## src/design/bfsp_pkg.sv

```systemverilog
// ----------------------------------------------------------------------------
// bfsp_pkg
// Shared types and constants for the Bellman-Ford shortest path engine.
// ----------------------------------------------------------------------------
package bfsp_pkg;

  localparam int VID_W     = 6;   // vertex number as carried on the ports
  localparam int VCNT_W    = 7;   // vertex count register
  localparam int PRED_W    = 7;   // predecessor, NO_PRED means none
  localparam int DIST_W    = 32;  // stored path distance
  localparam int COST_IN_W = 16;  // edge cost as carried on the ports
  localparam int CFG_W     = 7;   // widest configuration register
  localparam int CFG_IDX_W = 1;

  localparam logic [PRED_W-1:0] NO_PRED      = 7'd64;
  localparam logic [VCNT_W-1:0] VCOUNT_RESET = 7'd64;
  localparam logic [VID_W-1:0]  SOURCE_RESET = 6'd0;

  localparam logic [CFG_IDX_W-1:0] REG_VERTEX_COUNT  = 1'b0;
  localparam logic [CFG_IDX_W-1:0] REG_SOURCE_VERTEX = 1'b1;

  localparam logic ACT_LOAD  = 1'b0;
  localparam logic ACT_START = 1'b1;

  localparam logic signed [DIST_W-1:0] DIST_MAX = 32'sh7FFF_FFFF;
  localparam logic signed [DIST_W-1:0] DIST_MIN = 32'sh8000_0000;

  // outcome of one edge relaxation
  typedef struct packed {
    logic                     improve;
    logic signed [DIST_W-1:0] distance;
  } relax_res_t;

  // write request into the vertex store; a write always marks the vertex reached
  typedef struct packed {
    logic                     en;
    logic [VID_W-1:0]         idx;
    logic signed [DIST_W-1:0] distance;
    logic [PRED_W-1:0]        pred;
  } vst_wr_t;

endpackage

```

## src/design/bfsp_relax_unit.sv

```systemverilog
// ----------------------------------------------------------------------------
// bfsp_relax_unit
// Shared relaxation unit: candidate sum, improvement compare, saturation.
// ----------------------------------------------------------------------------
module bfsp_relax_unit
  import bfsp_pkg::*;
#(
  parameter int COST_WIDTH = 16
) (
  input  logic [VCNT_W-1:0]            vcount,
  input  logic [VID_W-1:0]             tail,
  input  logic [VID_W-1:0]             head,
  input  logic                         flag_a,
  input  logic                         flag_b,
  input  logic signed [DIST_W-1:0]     dist_a,
  input  logic signed [DIST_W-1:0]     dist_b,
  input  logic signed [COST_WIDTH-1:0] weight,
  output relax_res_t                   res
);

  logic signed [DIST_W:0] cand;
  logic signed [DIST_W:0] cur;
  logic                   in_range;

  always_comb begin
    cand     = (DIST_W+1)'(dist_a) + (DIST_W+1)'(weight);
    cur      = (DIST_W+1)'(dist_b);
    in_range = ({1'b0, tail} < vcount) && ({1'b0, head} < vcount);
    // unreached tail never relaxes; an in-range unreached head improves
    res.improve = in_range && flag_a && (!flag_b || (cur > cand));
    if (cand[DIST_W] != cand[DIST_W-1]) begin
      res.distance = cand[DIST_W] ? DIST_MIN : DIST_MAX;
    end else begin
      res.distance = cand[DIST_W-1:0];
    end
  end

endmodule

```

## config.mk

```make
export PLATFORM = sky130hd
export DESIGN_NAME = bfsp_relax_unit
export DESIGN_NICKNAME = d
export VERILOG_FILES = /design/src/design/bfsp_pkg.sv /design/src/design/bfsp_relax_unit.sv
export SDC_FILE = /design/constraint.sdc
export NUM_CORES = 1
export LEC_CHECK = 0
export BUFFER_PORTS_ARGS = -buffer_cell sky130_fd_sc_hd__buf_4
export CAP_MARGIN = 20
export CORE_ASPECT_RATIO = 1.4
export CORE_UTILIZATION = 25
export DETAILED_ROUTE_END_ITERATION = 10
export SLEW_MARGIN = 20
export SYNTH_ARGS = -nofsm -noshare
export SYNTH_HDL_FRONTEND = slang
export SYNTH_SLANG_ARGS = --single-unit
```

## constraint.sdc

```tcl
create_clock -name vclk -period 5.6
set_input_delay 0.84 -clock vclk [all_inputs]
set_output_delay 0.84 -clock vclk [all_outputs]
set_load 0.02 [all_outputs]
```

==> results.toml, run 1 <==
[power_and_ir_drop]
power_density_nw_per_um2 = 171.2
peakVddDrop_v = 0.0001042
power_mw = 0.7893
cellLeakagePower_nw = 2.363

[layout]
final_area_um2 = 4611
areaGrowthSynthToFinish_pct = 35.43
utilization_pct = 34.60
seq_cell_count = 0
nClkBuffers = 0
nets = 759
drive_above_1_share_pct = 29.14
register_area_um2 = 0
antenna_cells = 0

[route]
drc = 0
detail_route.wl_per_cell_um = 15.09
vias = 3810
ant_nets = 0
wl_um = 11500
via_per_inst = 5.000
drt-pass1-iter-count = 4
drt_iter0_drc = 117

[global_routing]
grt_pass1_vias = 3804
antenna_found_initial = 0
grt_usage_pct = 15.47
grt_pass1_wl_um = 17860
overflow = 0
grt_max_degree = 33

[critical_path]
critPathLaunchType = "input port"
cp_max_fo = 2
crit_path_frequent_cell = "a21o_1"
worstPathRequired_ns = 4.76
cp_data_arrival_time_ns = 4.52
cp_num_buf_inv = 3
cp_slowest_cell = "fa_1"
crit_family = "compound AO/OA/AOI/OAI gates"
crit_chain = "buf_4, ha_1, fa_1, a21oi_2, o21ai_1, a31o_2, a21oi_1, xnor2_1, inv_1, ha_1, a21o_1, a21o_1, a21oi_1, o21ai_0, a21o_1, a211oi_2, nor2_1, o221a_2, buf_4"
critical_path_class = "input port to output pin"
cp-end-kind = "output pin"
critPathMaxStageDelay_ns = 0.42
cp.depth = 19
cp-startpoint = "dist_a[0]"

[yosys]
ys_seq_area_share_pct = 0
ys_top_cells_by_area = "ha_1, maj3_1, a21o_1"
synth_most_common_cell = "ha_1"
synth_nets = 631
ys_types = 55
synth_area_leader_cell = "ha_1"
synth_area_um2 = 3405
netlist_instances = 454
syn_avg_cell_area_um2 = 7.499
netlist_top_cells_count = "ha_1, inv_1, a21oi_1"
ys_warn_count = 0
synth_top_area_share_pct = 27.56

[job]
cap_viol_max_count = 0

[timing]
fin_crit_ns = 5.365
maxSlewHeadroom_pct = 57.01
post-route-period-util_pct = 95.80
max_freq_mhz = 186.4
hold_viol_final = 0
slew_violations = 0
tightest_slew_ns = 0.6381
setup_viol = 0
fin_ws_ns = 0.2350
whs_ns = 2.045

[floorplan]
die_w_um = 100.6
dieHeight_um = 140.1
pin_count = 134
die_area_um2 = 14100
rows = 50
core-area_um2 = 13330
start_util_pct = 25.55

[placement]
placed_area_um2 = 4503
dp_hpwl_um = 9965
place_ws_ns = -0.01631
io_buffers = 134
globalplace.congestion = 0.9098

[min_path]
hp-start = "flag_a"
hold_path_depth = 3
worst_hold_path_type = "input port to output pin"

[run_status]
outcome = "complete, no violations"

[clock_network]
ctsHoldBuffers = 0
-- what timing repair did --
item / in CTS / in global routing
pin swaps: 1 / 7
gates resized for setup: 0 / 19
buffers inserted: 1 / 2
setup endpoints to repair: 1 / 1
-- worst min-delay path: cells and delay by family --
family	cells	cell delay, ns
buffers and inverters	2	0.26
AO/OA/AOI/OAI	1	0.11
-- metal layers --
| metal | track usage [%] | vias up | share of wire (%) | wire, um |
|---|---|---|---|---|
| met5 | 0 | - | 0 | 0 |
| met4 | 2.365 | 0 | 1.9 | 214 |
| met3 | 1.098 | 15 | 4.4 | 508 |
| met2 | 30.61 | 110 | 52 | 5993 |
| met1 | 17.96 | 1767 | 42 | 4783 |
| li1 | - | 1918 | - | - |
-- power by group --
part,switching [mW],total (mW),internal (mW)
clock,0,0,0
sequential,0,0,0
combinational,0.430,0.789,0.359
total,0.430,0.789,0.359
-- cell usage in the layout (no fill, tap or decap), drive strengths merged, types with 3 or more instances in the layout --
cell type	n
nor3	5
nand2b	7
a211o	3
nor2b	6
o21bai	6
nand2	19
a211oi	3
nor2	29
ha	75
inv	50
o21ai	24
a31oi	5
nand4	11
a21o	35
buf	143
and3	4
and2	3
nand3	15
maj3	31
xnor2	15
xor2	11
a21oi	42
o211ai	3
-- final cells by class --
type                       count  area, um^2
tap                          182       227.7
inverter                      50       187.7
timing repair buffer         143        1074
multi-input combinational    387        3122
fill                        1425        8715
-- path summary, 6_finish.rpt --
kind	endpoint	slack [ns]
setup / recovery	res[32]	0.24
hold / removal	res[32]	2.04
-- kinds of logic after synthesis --
kind of cell | synth area share, %
compound gates | 27.78
xor+xnor | 6.689
fa+ha+maj | 37.27
buf+inv | 10.81
mux | 1.360
simple gates | 16.10
-- metrics by stage --
step                      setup TNS, ns  std cells
after floorplan                       0        454
after global placement                0        759
after detailed placement       -0.01631        759
after CTS                             0        760
after global routing          -0.003431        762
final                                 0        762
No activity file was read; power rests on OpenSTA's default activity.
==> inputs of run 2 (changes only) <==
--- a/config.mk
+++ b/config.mk
@@ -5,6 +5,7 @@
 export SDC_FILE = /design/constraint.sdc
 export NUM_CORES = 1
 export LEC_CHECK = 0
+export ABC_AREA = 1
 export BUFFER_PORTS_ARGS = -buffer_cell sky130_fd_sc_hd__buf_4
 export CAP_MARGIN = 20
 export CORE_ASPECT_RATIO = 1.4
==> run 2 against run 1 <==
Against the previous run:
- utilization fell by 0.73 points
- critical path depth is 8 higher
- sequential share of layout area unchanged
- combinational power down 4.1%
- power down 4.1%
- hold slack improved by 0.030 ns
- via count increased by 20%
- critical path type unchanged
- global-route usage grew 0.98 points
- synthesized area is 8.4% higher
==> results.toml, run 2 <==
[route]
detail_route.wl_per_cell_um = 12.08
via_per_inst = 4.393
drc = 0
drt-pass1-iter-count = 7
wl_um = 12600
drt_iter0_drc = 142
vias = 4582
ant_nets = 0

[timing]
maxSlewHeadroom_pct = 58.88
fin_crit_ns = 4.714
setup_tns_ns = 0
slew_violations = 0
hold_viol_final = 0
setup_viol = 0
tightest_slew_ns = 0.6146
fin_ws_ns = 0.8864
post-route-period-util_pct = 84.17
rsz0062_at_grt = "no"
max_freq_mhz = 212.2

[critical_path]
critPathLaunchType = "input port"
cp_max_fo = 3
cp_data_arrival_time_ns = 3.87
worstPathRequired_ns = 4.76
critical_path_class = "input port to output pin"
cp-end-kind = "output pin"

[floorplan]
dieHeight_um = 145.8
die_area_um2 = 15260
rows = 52
core-area_um2 = 14440
start_util_pct = 25.55
pin_count = 134
die_w_um = 104.7

[layout]
antenna_cells = 0
seq_cell_count = 0
nClkBuffers = 0
fill_cells = 1737
multi_input_area_um2 = 3098
fin_cells = 1043
drive_above_1_share_pct = 16.63
areaGrowthSynthToFinish_pct = 32.54
final_area_um2 = 4892
register_area_um2 = 0
nets = 1033
final_common_cell = "nand2_1"
utilization_pct = 33.87
final_cell_mix = "nand2_1, inv_1, buf_4"

[yosys]
ys_top_cells_by_area = "nand2_1, ha_1, inv_1"
synth_area_leader_cell = "nand2_1"
ys_seq_area_share_pct = 0
netlist_instances = 725
synth_top_area_share_pct = 31.42
synth_nets = 902
netlist_top_cells_count = "nand2_1, inv_1, ha_1"
syn_avg_cell_area_um2 = 5.091
ys_warn_count = 0
synth_area_um2 = 3691
synth_most_common_cell = "nand2_1"
ys_types = 26

[global_routing]
overflow = 0
grt_max_degree = 32
antenna_found_initial = 0
grt_pass1_wl_um = 20730
grt_usage_pct = 16.45
grt_pass1_vias = 4496

[placement]
globalplace.congestion = 0.8942
placed_area_um2 = 4892
io_buffers = 134
place_ws_ns = 0.9287
dp.cells = 1043
dp_hpwl_um = 11360

[job]
cap_viol_max_count = 0

[clock_network]
cts_resized = 0
ctsHoldBuffers = 0
cts_setup_buffers = 0

[power_and_ir_drop]
cellLeakagePower_nw = 3.182
power_density_nw_per_um2 = 154.7
peakVddDrop_v = 0.0001216

[run_status]
outcome = "complete, no violations"

[min_path]
worst_hold_path_type = "input port to output pin"
==> run 2: changes by cell type after synthesis, sizes merged, moves of 10 or more <==
cell and delta:
a21o -32, clkbuf -10, inv +95, maj3 -31
nand2 +295, nand3 +18, nor2 +33, o21ai -17
xnor2 -13
==> run 2: per-stage QoR <==
| step | total power, mW | hold WS (ns) |
|---|---|---|
| floorplan | 0.4846 | 1.875 |
| global placement | 0.7551 | 2.092 |
| detailed placement | 0.7567 | 2.087 |
| CTS | 0.7613 | 2.089 |
| global route | 0.8511 | 2.097 |
| finish | 0.7569 | 2.075 |
==> run 2: final cells by class <==
type / count / share of cell area (%)
Timing Repair Buffer: 135 / 20.72
Multi-Input combinational cell: 574 / 63.32
Inverter: 145 / 11.13
Tap cell: 189 / 4.834
==> run 2: kinds of logic (layout without fill, tap and decap cells) <==
logic type                 count (synthesis)  after routing  share of synthesized area, %
AOI/OAI and AO/OA                         65             65                         9.864
xor gates and xnor gates                  15             15                         3.559
adders and majority gates                 76             76                         25.97
buffers and inverters                    151            280                         16.07
and+or+nand+nor                          418            418                         44.54
==> run 2: path summary, 6_finish.rpt <==
path                  startpoint       to  slack, ns  depth (start not counted)
worst max-delay path   dist_a[0]  res[32]       0.89                         27
worst min-delay path      flag_b  res[32]       2.08                          5
==> run 2: report_power, final <==
part | leakage, nW | internal, mW | switching, mW
combinational | 3.18 | 0.300 | 0.457
clock | 0 | 0 | 0
sequential | 0 | 0 | 0
total | 3.18 | 0.300 | 0.457
==> run 2: routing by layer <==
layer / vias up / share of wire, % / GRT usage (%) / routed length (um)
met3: 16 / 4.8 / 0.8509 / 606
met4: 0 / 1.6 / 2.535 / 199
met1: 1954 / 43 / 20.14 / 5435
met2: 127 / 50 / 31.69 / 6353
li1: 2485 / - / - / -
met5: - / 0 / 0 / 0
==> run 2: critical path, stage by stage <==
cell and delay, ns:
buf_4 0.11, ha_1 0.23, fa_1 0.41, nand2_1 0.09, nand2_1 0.08, nand3_1 0.09
nand2_1 0.10, nand2_1 0.09, nand2_2 0.09, nand3_1 0.12, nand3_1 0.08, nand2_1 0.13
inv_1 0.06, ha_1 0.29, nand2_1 0.07, nor2_1 0.18, nand2_1 0.09, nor2_1 0.14
nand3_1 0.08, nand2_1 0.06, nor2_1 0.05, nand2_1 0.06, nand2_1 0.05, nand3_1 0.08
nand2_1 0.05, inv_1 0.05, buf_4 0.13
